--- src/rtl/wrt_pkg.sv ---
`timescale 1ns / 1ps
package wrt_pkg;

    localparam int POSITION_WIDTH_DEF = 24;
    localparam int CORDIC_STEPS_DEF   = 16;
    localparam int ATAN_ENTRIES       = 24;

    localparam int PI_Q12      = 12868;
    localparam int TWO_PI_Q12  = 25736;
    localparam int PI_Q20      = 3294199;
    localparam int SEARCH_TURN = 1229;
    localparam int ROUND_Q12   = 2048;

    typedef logic [1:0] t_phase;
    localparam t_phase PH_TRANSFORM = 2'd0;
    localparam t_phase PH_ROTATE    = 2'd1;
    localparam t_phase PH_TRANSLATE = 2'd2;

    localparam logic [1:0] CODE_WAIT   = 2'd0;
    localparam logic [1:0] KIND_TARGET = 2'd2;

    typedef logic [2:0] t_reg_idx;
    localparam t_reg_idx REG_POS_TOL = 3'd0;
    localparam t_reg_idx REG_ANG_TOL = 3'd1;
    localparam t_reg_idx REG_MIN_VEL = 3'd2;
    localparam t_reg_idx REG_MAX_VEL = 3'd3;
    localparam t_reg_idx REG_ROT_P   = 3'd4;
    localparam t_reg_idx REG_ROT_D   = 3'd5;
    localparam t_reg_idx REG_TRN_P   = 3'd6;
    localparam t_reg_idx REG_TRN_D   = 3'd7;

    typedef struct packed {
        logic [15:0] pos_tol;
        logic [13:0] ang_tol;
        logic [13:0] min_vel;
        logic [13:0] max_vel;
        logic [15:0] rot_p;
        logic [15:0] rot_d;
        logic [15:0] trn_p;
        logic [15:0] trn_d;
    } t_cfg;

    // arctan(2^-i) in units of 2^-20 rad
    function automatic logic [19:0] atan_q20(input logic [4:0] i);
        logic [19:0] v;
        case (i)
            5'd0:  v = 20'd823550;
            5'd1:  v = 20'd486170;
            5'd2:  v = 20'd256879;
            5'd3:  v = 20'd130396;
            5'd4:  v = 20'd65451;
            5'd5:  v = 20'd32757;
            5'd6:  v = 20'd16383;
            5'd7:  v = 20'd8192;
            5'd8:  v = 20'd4096;
            5'd9:  v = 20'd2048;
            5'd10: v = 20'd1024;
            5'd11: v = 20'd512;
            5'd12: v = 20'd256;
            5'd13: v = 20'd128;
            5'd14: v = 20'd64;
            5'd15: v = 20'd32;
            5'd16: v = 20'd16;
            5'd17: v = 20'd8;
            5'd18: v = 20'd4;
            5'd19: v = 20'd2;
            5'd20: v = 20'd1;
            default: v = 20'd0;
        endcase
        return v;
    endfunction

endpackage

--- src/rtl/wrt_cfg_regs.sv ---
`timescale 1ns / 1ps
module wrt_cfg_regs
    import wrt_pkg::*;
(
    input  logic        i_clk,
    input  logic        i_rst_n,
    input  logic        psel,
    input  logic        penable,
    input  logic        pwrite,
    input  logic [4:0]  paddr,
    input  logic [31:0] pwdata,
    output logic [31:0] prdata,
    output logic        pready,
    output t_cfg        o_cfg
);

    t_cfg     r_cfg;
    t_reg_idx idx;

    assign idx    = paddr[4:2];
    assign pready = 1'b1;
    assign o_cfg  = r_cfg;

    always_ff @(posedge i_clk) begin
        if (!i_rst_n) begin
            r_cfg.pos_tol <= 16'd410;
            r_cfg.ang_tol <= 14'd205;
            r_cfg.min_vel <= 14'd614;
            r_cfg.max_vel <= 14'd1229;
            r_cfg.rot_p   <= 16'd1229;
            r_cfg.rot_d   <= 16'd41;
            r_cfg.trn_p   <= 16'd6144;
            r_cfg.trn_d   <= 16'd82;
        end else if (psel && penable && pwrite) begin
            case (idx)
                REG_POS_TOL: r_cfg.pos_tol <= pwdata[15:0];
                REG_ANG_TOL: r_cfg.ang_tol <= pwdata[13:0];
                REG_MIN_VEL: r_cfg.min_vel <= pwdata[13:0];
                REG_MAX_VEL: r_cfg.max_vel <= pwdata[13:0];
                REG_ROT_P:   r_cfg.rot_p   <= pwdata[15:0];
                REG_ROT_D:   r_cfg.rot_d   <= pwdata[15:0];
                REG_TRN_P:   r_cfg.trn_p   <= pwdata[15:0];
                REG_TRN_D:   r_cfg.trn_d   <= pwdata[15:0];
                default: ;
            endcase
        end
    end

    always_comb begin
        case (idx)
            REG_POS_TOL: prdata = {16'd0, r_cfg.pos_tol};
            REG_ANG_TOL: prdata = {18'd0, r_cfg.ang_tol};
            REG_MIN_VEL: prdata = {18'd0, r_cfg.min_vel};
            REG_MAX_VEL: prdata = {18'd0, r_cfg.max_vel};
            REG_ROT_P:   prdata = {16'd0, r_cfg.rot_p};
            REG_ROT_D:   prdata = {16'd0, r_cfg.rot_d};
            REG_TRN_P:   prdata = {16'd0, r_cfg.trn_p};
            REG_TRN_D:   prdata = {16'd0, r_cfg.trn_d};
            default:     prdata = 32'd0;
        endcase
    end

endmodule

--- src/rtl/wrt_sqrt.sv ---
`timescale 1ns / 1ps
module wrt_sqrt
    import wrt_pkg::*;
#(
    parameter int PW = POSITION_WIDTH_DEF
) (
    input  logic              i_clk,
    input  logic              i_rst_n,
    input  logic              i_start,
    input  logic [2*PW+1:0]   i_radicand,
    output logic              o_busy,
    output logic [PW:0]       o_root
);

    localparam int RADW  = 2 * PW + 2;
    localparam int ROOTW = PW + 1;
    localparam int RW    = PW + 4;
    localparam int NIT   = PW + 1;
    localparam int CNTW  = $clog2(NIT);

    logic [RADW-1:0]  r_rad;
    logic [ROOTW-1:0] r_root;
    logic [RW-1:0]    r_rem;
    logic [CNTW-1:0]  r_cnt;
    logic             r_busy;

    logic [RW-1:0] rem_sh;
    logic [RW-1:0] trial;

    // one result bit per cycle, two radicand bits brought down
    assign rem_sh = {r_rem[RW-3:0], r_rad[RADW-1:RADW-2]};
    assign trial  = RW'({r_root, 2'b01});
    assign o_busy = r_busy;
    assign o_root = r_root;

    always_ff @(posedge i_clk) begin
        if (!i_rst_n) begin
            r_busy <= 1'b0;
        end else if (i_start) begin
            r_busy <= 1'b1;
            r_cnt  <= CNTW'(NIT - 1);
            r_rad  <= i_radicand;
            r_root <= '0;
            r_rem  <= '0;
        end else if (r_busy) begin
            r_rad <= {r_rad[RADW-3:0], 2'b00};
            if (rem_sh >= trial) begin
                r_rem  <= rem_sh - trial;
                r_root <= {r_root[ROOTW-2:0], 1'b1};
            end else begin
                r_rem  <= rem_sh;
                r_root <= {r_root[ROOTW-2:0], 1'b0};
            end
            if (r_cnt == '0) begin
                r_busy <= 1'b0;
            end else begin
                r_cnt <= r_cnt - 1'b1;
            end
        end
    end

endmodule

--- src/rtl/wrt_cordic.sv ---
`timescale 1ns / 1ps
module wrt_cordic
    import wrt_pkg::*;
#(
    parameter int PW    = POSITION_WIDTH_DEF,
    parameter int STEPS = CORDIC_STEPS_DEF
) (
    input  logic               i_clk,
    input  logic               i_rst_n,
    input  logic               i_start,
    input  logic signed [PW:0] i_dx,
    input  logic signed [PW:0] i_dy,
    output logic               o_busy,
    output logic signed [16:0] o_bearing
);

    localparam int XW   = PW + 4;
    localparam int ZW   = 25;
    localparam int CNTW = $clog2(STEPS);

    logic signed [XW-1:0] r_x, r_y;
    logic signed [ZW-1:0] r_z;
    logic [CNTW-1:0]      r_i;
    logic                 r_busy;

    logic signed [XW-1:0] dx_e, dy_e, xs, ys;
    logic signed [ZW-1:0] at, z_rnd;

    assign dx_e  = XW'(i_dx);
    assign dy_e  = XW'(i_dy);
    assign xs    = r_x >>> r_i;
    assign ys    = r_y >>> r_i;
    assign at    = ZW'(signed'({1'b0, atan_q20(5'(r_i))}));
    assign z_rnd = r_z + ZW'(128);
    assign o_bearing = z_rnd[ZW-1:8];
    assign o_busy    = r_busy;

    always_ff @(posedge i_clk) begin
        if (!i_rst_n) begin
            r_busy <= 1'b0;
        end else if (i_start) begin
            r_i <= '0;
            if (i_dx == '0 && i_dy == '0) begin
                // coincident points: bearing stays zero
                r_busy <= 1'b0;
                r_z    <= '0;
                r_x    <= '0;
                r_y    <= '0;
            end else begin
                r_busy <= 1'b1;
                if (i_dx < 0) begin
                    r_x <= -dx_e;
                    r_y <= -dy_e;
                    r_z <= (i_dy >= 0) ? ZW'(PI_Q20) : -ZW'(PI_Q20);
                end else begin
                    r_x <= dx_e;
                    r_y <= dy_e;
                    r_z <= '0;
                end
            end
        end else if (r_busy) begin
            if (r_y >= 0) begin
                r_x <= r_x + ys;
                r_y <= r_y - xs;
                r_z <= r_z + at;
            end else begin
                r_x <= r_x - ys;
                r_y <= r_y + xs;
                r_z <= r_z - at;
            end
            if (r_i == CNTW'(STEPS - 1)) begin
                r_busy <= 1'b0;
            end else begin
                r_i <= r_i + 1'b1;
            end
        end
    end

endmodule

--- src/rtl/waypoint_rotate_translate_pd.sv ---
`timescale 1ns / 1ps
// in transform, SQX and SQY square dx and dy on the one multiplier, SUM starts the bit-per-cycle
// square root and the CORDIC alongside it in SOLVE, and WRAP brings the heading error into range;
// rotating or translating adds MULP, MULD and SHAPE; without auto mode or a known nest the result
// follows in the next cycle
// one transaction at a time: input stalled from acceptance until the result is taken
// sync active-low reset: phase back to transform, PD history cleared, default register values
module waypoint_rotate_translate_pd
    import wrt_pkg::*;
#(
    parameter int POSITION_WIDTH = POSITION_WIDTH_DEF,
    parameter int CORDIC_STEPS   = CORDIC_STEPS_DEF
) (
    input  logic                             i_clk,
    input  logic                             i_rst_n,
    input  logic                             psel,
    input  logic                             penable,
    input  logic                             pwrite,
    input  logic [4:0]                       paddr,
    input  logic [31:0]                      pwdata,
    output logic [31:0]                      prdata,
    output logic                             pready,
    input  logic                             i_in_valid,
    output logic                             o_in_stall,
    input  logic                             i_auto_mode,
    input  logic                             i_collection_point_known,
    input  logic [1:0]                       i_goal_kind,
    input  logic signed [POSITION_WIDTH-1:0] i_current_x,
    input  logic signed [POSITION_WIDTH-1:0] i_current_y,
    input  logic signed [14:0]               i_current_heading,
    input  logic signed [POSITION_WIDTH-1:0] i_goal_x,
    input  logic signed [POSITION_WIDTH-1:0] i_goal_y,
    output logic                             o_out_valid,
    input  logic                             i_out_stall,
    output logic                             o_velocity_valid,
    output logic signed [14:0]               o_linear_velocity,
    output logic signed [14:0]               o_angular_velocity,
    output logic                             o_goal_reached,
    output logic [1:0]                       o_phase_code
);

    localparam int PW  = POSITION_WIDTH;
    localparam int MW  = PW + 2;
    localparam int AW  = 2 * MW + 1;
    localparam int CW  = AW - 12;

    typedef enum logic [3:0] {
        ST_IDLE, ST_SQX, ST_SQY, ST_SUM, ST_SOLVE, ST_WRAP,
        ST_MULP, ST_MULD, ST_SHAPE, ST_OUT
    } t_state;

    t_cfg cfg;

    wrt_cfg_regs u_cfg (
        .i_clk   (i_clk),
        .i_rst_n (i_rst_n),
        .psel    (psel),
        .penable (penable),
        .pwrite  (pwrite),
        .paddr   (paddr),
        .pwdata  (pwdata),
        .prdata  (prdata),
        .pready  (pready),
        .o_cfg   (cfg)
    );

    t_state                r_state;
    t_phase                r_phase;
    logic signed [15:0]    r_last_he;
    logic [PW:0]           r_last_dist;
    logic signed [PW:0]    r_dx, r_dy;
    logic signed [14:0]    r_hd;
    logic [1:0]            r_kind;
    logic signed [17:0]    r_err;
    logic signed [AW-1:0]  r_acc;
    logic signed [2*MW-1:0] r_prod;
    logic                  r_vv, r_reached;
    logic signed [14:0]    r_lin, r_ang;
    logic [1:0]            r_code;

    logic                  in_acc, out_acc, start;
    logic                  sqrt_busy, cordic_busy;
    logic [PW:0]           distance;
    logic signed [16:0]    bearing;
    logic [2*PW+1:0]       radicand;
    logic signed [MW-1:0]  mul_a, mul_b;
    logic signed [2*MW-1:0] prod;
    logic signed [16:0]    he_diff;
    logic signed [MW-1:0]  dist_diff;
    logic signed [17:0]    err_init;
    logic [17:0]           aerr;
    logic [PW:0]           pos_tol_e;
    logic signed [AW-1:0]  sh_sum;
    logic signed [CW-1:0]  sh_c, sh_f, sh_o, mn, mx;
    logic [CW-1:0]         sh_mag;

    assign in_acc      = i_in_valid && !o_in_stall;
    assign out_acc     = o_out_valid && !i_out_stall;
    assign o_in_stall  = (r_state != ST_IDLE);
    assign o_out_valid = (r_state == ST_OUT);
    assign start       = (r_state == ST_SUM);
    assign radicand    = (2*PW+2)'(r_acc + AW'(r_prod));

    wrt_sqrt #(.PW(PW)) u_sqrt (
        .i_clk      (i_clk),
        .i_rst_n    (i_rst_n),
        .i_start    (start),
        .i_radicand (radicand),
        .o_busy     (sqrt_busy),
        .o_root     (distance)
    );

    wrt_cordic #(.PW(PW), .STEPS(CORDIC_STEPS)) u_cordic (
        .i_clk     (i_clk),
        .i_rst_n   (i_rst_n),
        .i_start   (start),
        .i_dx      (r_dx),
        .i_dy      (r_dy),
        .o_busy    (cordic_busy),
        .o_bearing (bearing)
    );

    assign he_diff   = 17'(r_last_he) - 17'(r_err);
    assign dist_diff = signed'({1'b0, r_last_dist}) - signed'({1'b0, distance});
    assign err_init  = 18'(bearing) - 18'(r_hd);
    assign aerr      = r_err[17] ? 18'(-r_err) : 18'(r_err);
    assign pos_tol_e = (PW+1)'(cfg.pos_tol);

    // the one multiplier: squares first, then the two PD products
    always_comb begin
        mul_a = '0;
        mul_b = '0;
        case (r_state)
            ST_SQX: begin
                mul_a = MW'(r_dx);
                mul_b = MW'(r_dx);
            end
            ST_SQY: begin
                mul_a = MW'(r_dy);
                mul_b = MW'(r_dy);
            end
            ST_MULP: begin
                if (r_phase == PH_ROTATE) begin
                    mul_a = MW'(r_err);
                    mul_b = MW'(signed'({1'b0, cfg.rot_p}));
                end else begin
                    mul_a = signed'({1'b0, distance});
                    mul_b = MW'(signed'({1'b0, cfg.trn_p}));
                end
            end
            ST_MULD: begin
                if (r_phase == PH_ROTATE) begin
                    mul_a = MW'(he_diff);
                    mul_b = MW'(signed'({1'b0, cfg.rot_d}));
                end else begin
                    mul_a = dist_diff;
                    mul_b = MW'(signed'({1'b0, cfg.trn_d}));
                end
            end
            default: ;
        endcase
    end

    assign prod = mul_a * mul_b;

    // round, floor to min magnitude, then cap
    always_comb begin
        sh_sum = r_acc + AW'(r_prod) + AW'(ROUND_Q12);
        sh_c   = sh_sum[AW-1:12];
        mn     = CW'(signed'({1'b0, cfg.min_vel}));
        mx     = CW'(signed'({1'b0, cfg.max_vel}));
        sh_mag = sh_c[CW-1] ? CW'(-sh_c) : CW'(sh_c);
        sh_f   = sh_c;
        if (sh_mag < CW'(cfg.min_vel)) begin
            if (sh_c > 0) begin
                sh_f = mn;
            end else if (sh_c < 0) begin
                sh_f = -mn;
            end
        end
        sh_o = sh_f;
        if (sh_f > mx) begin
            sh_o = mx;
        end else if (sh_f < -mx) begin
            sh_o = -mx;
        end
    end

    always_ff @(posedge i_clk) begin
        if (!i_rst_n) begin
            r_state     <= ST_IDLE;
            r_phase     <= PH_TRANSFORM;
            r_last_he   <= '0;
            r_last_dist <= '0;
        end else begin
            case (r_state)
                ST_IDLE: begin
                    if (in_acc) begin
                        r_dx      <= (PW+1)'(i_goal_x) - (PW+1)'(i_current_x);
                        r_dy      <= (PW+1)'(i_goal_y) - (PW+1)'(i_current_y);
                        r_hd      <= i_current_heading;
                        r_kind    <= i_goal_kind;
                        r_lin     <= '0;
                        r_reached <= 1'b0;
                        if (!i_auto_mode) begin
                            r_vv    <= 1'b0;
                            r_ang   <= '0;
                            r_code  <= CODE_WAIT;
                            r_state <= ST_OUT;
                        end else if (!i_collection_point_known) begin
                            r_vv    <= 1'b1;
                            r_ang   <= 15'(SEARCH_TURN);
                            r_code  <= r_phase + 2'd1;
                            r_state <= ST_OUT;
                        end else begin
                            r_vv    <= 1'b0;
                            r_ang   <= '0;
                            r_code  <= r_phase + 2'd1;
                            r_state <= ST_SQX;
                        end
                    end
                end
                ST_SQX: begin
                    r_acc   <= AW'(prod);
                    r_state <= ST_SQY;
                end
                ST_SQY: begin
                    r_prod  <= prod;
                    r_state <= ST_SUM;
                end
                ST_SUM: begin
                    r_state <= ST_SOLVE;
                end
                ST_SOLVE: begin
                    if (!sqrt_busy && !cordic_busy) begin
                        r_err   <= err_init;
                        r_state <= ST_WRAP;
                    end
                end
                ST_WRAP: begin
                    if (r_err >= 18'(PI_Q12)) begin
                        r_err <= r_err - 18'(TWO_PI_Q12);
                    end else if (r_err < -18'(PI_Q12)) begin
                        r_err <= r_err + 18'(TWO_PI_Q12);
                    end else if (r_phase == PH_TRANSFORM) begin
                        if (distance < pos_tol_e) begin
                            r_reached <= 1'b1;
                            r_vv      <= (r_kind == KIND_TARGET);
                        end else if (aerr > 18'(cfg.ang_tol)) begin
                            r_phase <= PH_ROTATE;
                        end else if (distance > pos_tol_e) begin
                            r_phase <= PH_TRANSLATE;
                        end
                        r_state <= ST_OUT;
                    end else begin
                        r_state <= ST_MULP;
                    end
                end
                ST_MULP: begin
                    r_acc   <= AW'(prod);
                    r_state <= ST_MULD;
                end
                ST_MULD: begin
                    r_prod  <= prod;
                    r_state <= ST_SHAPE;
                end
                ST_SHAPE: begin
                    r_vv <= 1'b1;
                    if (r_phase == PH_ROTATE) begin
                        r_ang     <= sh_o[14:0];
                        r_last_he <= r_err[15:0];
                    end else begin
                        r_lin       <= sh_o[14:0];
                        r_last_dist <= distance;
                    end
                    r_phase <= PH_TRANSFORM;
                    r_state <= ST_OUT;
                end
                ST_OUT: begin
                    if (out_acc) begin
                        r_state <= ST_IDLE;
                    end
                end
                default: r_state <= ST_IDLE;
            endcase
        end
    end

    assign o_velocity_valid   = r_vv;
    assign o_linear_velocity  = r_lin;
    assign o_angular_velocity = r_ang;
    assign o_goal_reached     = r_reached;
    assign o_phase_code       = r_code;

    a_no_accept_while_out: assert property (@(posedge i_clk) disable iff (!i_rst_n)
        o_out_valid |-> o_in_stall)
        else $error("input taken while a result is pending");

    a_units_only_solving: assert property (@(posedge i_clk) disable iff (!i_rst_n)
        (sqrt_busy || cordic_busy) |-> (r_state == ST_SOLVE))
        else $error("arithmetic unit busy outside solve");

    a_reached_still: assert property (@(posedge i_clk) disable iff (!i_rst_n)
        (o_out_valid && o_goal_reached) |->
            (o_linear_velocity == '0 && o_angular_velocity == '0))
        else $error("motion commanded with goal reached");

    a_single_result: assert property (@(posedge i_clk) disable iff (!i_rst_n)
        out_acc |=> !o_out_valid)
        else $error("result repeated");

    a_phase_home: assert property (@(posedge i_clk) disable iff (!i_rst_n)
        (r_state == ST_SHAPE) |=> (r_phase == PH_TRANSFORM))
        else $error("phase not returned to transform");

endmodule
--- config.mk ---
export PLATFORM = sky130hd
export DESIGN_NAME = waypoint_rotate_translate_pd
export DESIGN_NICKNAME = d
export VERILOG_FILES = /design/src/rtl/wrt_pkg.sv /design/src/rtl/wrt_cfg_regs.sv /design/src/rtl/wrt_sqrt.sv /design/src/rtl/wrt_cordic.sv /design/src/rtl/waypoint_rotate_translate_pd.sv
export SDC_FILE = /design/constraint.sdc
export NUM_CORES = 2
export LEC_CHECK = 0
export BUFFER_PORTS_ARGS = -buffer_cell sky130_fd_sc_hd__buf_4
export CAP_MARGIN = 20
export CORE_MARGIN = 2
export CORE_UTILIZATION = 45
export CTS_BUF_LIST = sky130_fd_sc_hd__clkbuf_4
export CTS_CLUSTER_SIZE = 30
export DETAILED_ROUTE_END_ITERATION = 6
export PLACE_DENSITY = 0.65
export RECOVER_POWER = 25
export SKIP_CTS_REPAIR_TIMING = 1
export SLEW_MARGIN = 20
export SYNTH_ARGS = -nofsm -noshare
export SYNTH_HDL_FRONTEND = slang
export SYNTH_HIERARCHICAL = 1
export SYNTH_SLANG_ARGS = --single-unit
--- constraint.sdc ---
create_clock -name i_clk -period 15.7 [get_ports i_clk]
set_input_delay 0.785 -clock i_clk [delete_from_list [all_inputs] [get_ports i_clk]]
set_output_delay 0.785 -clock i_clk [all_outputs]
set_load 0.02 [all_outputs]
==> metrics.yaml <==
timing:
  setup_viol: 0
  slew_viol_final: 391
  rsz0062_at_grt: "no"
  finalCritPeriodShare: 0.9173
  max_freq_mhz: 69.43
  period_needed_ps: 14400
  hold_viol_final: 0
  max_slew_margin: -4.162
  worst_pin_slew_ps: 7742
  finalClockSkew_ps: 94.09
  fin_setup_tns_ps: 0
critical_path:
  crit_type: "flip-flop to flip-flop"
  critPathRequiredTime_ps: 16690
  cp_slowest_cell: "nand2_1"
  max_stage_delay_ps: 740
  arrival_ps: 15390
  crit_top_cell: "o21ai_0"
  worst-path-max-fanout: 13
  critPathCaptureType: "flip-flop"
  worstSetupStartpointType: "flip-flop"
detailed_routing:
  dr_total_vias: 63330
  first_iter_violations: 5339
  ant_nets: 0
  first_pass_iters: 6
  wl_per_cell_um: 20.77
  totalWireLength_mm: 228.4
  post-route-drc-count: 0
  via_per_inst: 5.760
power_and_ir_drop:
  leakage_nw: 34.86
  powerDensity_nw_per_um2: 169.1
  vdd_drop_max_mv: 0.1861
global_routing:
  grt_max_degree: 164
  grt_pass1_wl_mm: 355.4
  grt.overflow.total: 0
  grt_pass1_vias: 62740
  grt_usage: 0.2675
  grt_antenna_before_repair: 3
die:
  rows: 149
  io_pins: 228
  die_area_um2: 169500
  initial_core_util: 0.4533
  fp.dieW_um: 411.7
  core_um2: 165000
  fp.dieH_um: 411.7
final_layout:
  postLayoutCoreUtil: 0.4909
  area_growth_pct: 8.305
  drive_gt1_frac: 0.09521
  fin_nets: 10080
  fin_cells: 10990
worst_hold_path:
  hp-class: "input port to flip-flop"
place:
  place_inst: 10620
  routabilityCongestion: 0.9571
  portBuffers: 192
  dp_hpwl_mm: 175.8
synth:
  seq_area_frac_synth: 0.2174
  synth_xor_area_frac: 0.05335
  mappedNetlistArea_um2: 74790
  synth_edf_count: 414
  yosys_most_used_dff: "edfxtp_1"
  synth-simple-area-share: 0.1674
  async_flop_share: 0
  synth_area_per_cell_um2: 8.771
  synthAdderAreaFrac: 0.2842
  syn_inst: 8526
  synth_top_family_by_area: "adder cells"
  synth_seq_cells: 605
  synth-compound-area-share: 0.1521
  synthMuxAreaShare: 0.04616
  yosys_warnings: 6
  ys_types: 124
run:
  drv_cap: 6
clock_network:
  clock_path_buffers: 3
  clkTransAtPathRegs_ps: 60
  cts_buffers: 169
  htree_levels: 4
  clock-sinks: 605
  cts_tree: "built"
  clk_latency_ps: 1260
  root_buffer: "clkbuf_4"
status:
  violations: "max-capacitance violations, max-slew violations"
  status: "complete, but fails checks"
==> routing by layer <==
| layer | vias up | track usage | wire length, um |
|---|---|---|---|
| met2 | 2550 | 0.4253 | 103900 |
| met4 | 0 | 0.1052 | 9000 |
| met3 | 470 | 0.05717 | 20010 |
| met5 | - | 0 | 0 |
| met1 | 31040 | 0.3554 | 95430 |
| li1 | 29270 | - | - |
==> cells in the final DEF, fill, tap and decap left out, drive strengths merged, types with 34 or more instances in the layout <==
master and n:
clkbuf 278, nor3 139, ha 548, edfxtp 414, o31ai 65, dfxtp 191
o21ai 388, a21oi 417, a21o 130, nor4 42, o211ai 56, buf 256
nand2 1218, and3 46, xnor2 295, nand2b 82, a31oi 38, clkinv 64
and2 114, dlygate4sd3 41, inv 1116, mux2i 109, or2 34, xor2 158
a221oi 68, mux2 97, fa 719, nor2 578, mux4 56, nand4 76
or3 59, a211oi 45, nand3 146, o21bai 46, a21boi 141, nor2b 84
o21a 51
==> final cells by class <==
class | instances | area (um^2)
clock inverter | 76 | 516.7
tap | 2189 | 2739
antenna | 14 | 35.03
timing repair buffer | 338 | 2554
inverter | 1113 | 4178
multi-input combinational | 6422 | 52940
sequential | 605 | 16260
clock buffer | 237 | 1779
fill | 15670 | 83990
==> critical path, delay by kind of cell, from the launching register on <==
family | cells | cell delay [ps]
fa+ha+maj | 9 | 4010
simple gates | 4 | 1260
xor+xnor | 2 | 410
buf+inv | 5 | 380
flops | 1 | 500
compound gates | 31 | 7520
==> state kept, by name, indices dropped and copies added, names as in the netlist, 26 cells and up <==
register      count
r_acc            52
u_cordic/r_y     28
u_sqrt/r_rad     50
u_cfg/o_cfg     122
u_sqrt/r_rem     26
u_cordic/r_x     28
r_prod           52
==> final timing paths <==
path	slack, ps	depth (start not counted)	endpoint	start
setup / recovery	1300	51	r_prod[51]	u_sqrt/o_root[1]
hold / removal	6	4	r_dx[13]	i_goal_x[13]
setup reg to reg	1300	51	r_prod[51]	u_sqrt/o_root[1]
hold reg to reg	460	2	r_last_dist[8]	r_last_dist[8]
==> synthesized netlist by cell type, types with 65 or more instances <==
| library cell | count | area, um^2 |
|---|---|---|
| inv_1 | 1111 | 4170 |
| a21oi_1 | 413 | 2067 |
| a221oi_1 | 65 | 569.3 |
| o21ai_0 | 330 | 1652 |
| edfxtp_1 | 414 | 12430 |
| mux2_2 | 94 | 1059 |
| nor2b_1 | 84 | 525.5 |
| nand3_1 | 145 | 725.7 |
| nor2_1 | 577 | 2166 |
| nand2_1 | 1216 | 4564 |
| xor2_1 | 157 | 1375 |
| nor3_1 | 131 | 655.6 |
| mux2i_1 | 109 | 1091 |
| and2_1 | 109 | 681.9 |
| dfxtp_1 | 191 | 3824 |
| xnor2_1 | 293 | 2566 |
| fa_1 | 719 | 14390 |
| a21boi_0 | 88 | 660.6 |
| ha_1 | 548 | 6857 |
| nand2b_1 | 82 | 513.0 |
| nand4_1 | 75 | 469.2 |
| clkbuf_1 | 275 | 1032 |
| a21o_1 | 130 | 975.9 |
==> through the flow <==
step | hold slack [ps] | worst slack [ps] | power (W) | cell area (um^2)
after detailed placement | 449.6 | 1699 | 0.01205 | 78360
final | 5.787 | 1298 | 0.01370 | 81000
after global routing | -73.13 | 323.5 | 0.01491 | 80990
after floorplan | 436.3 | 3234 | 0.009176 | 74840
after global placement | 445.0 | 1834 | 0.01188 | 78360
after CTS | -400.6 | 1604 | 0.01367 | 80650
==> report_power, final <==
group	leakage (nW)	switching (W)	internal (W)
clock network	1.33	0.000748	0.000794
registers	5.33	0.000129	0.00228
logic	28.2	0.00625	0.00350
==> logic make-up (layout without fill, tap and decap cells) <==
| kind of cell | Yosys count | after routing |
|---|---|---|
| DFF | 605 | 605 |
| other | 2 | 31 |
| AOI/OAI and AO/OA | 1710 | 1710 |
| xor gates and xnor gates | 453 | 453 |
| adders and majority gates | 1267 | 1267 |
| muxes | 262 | 262 |
| and+or+nand+nor | 2713 | 2713 |
| buffers and inverters | 1514 | 1764 |
No activity file was read; power rests on OpenSTA's default activity.
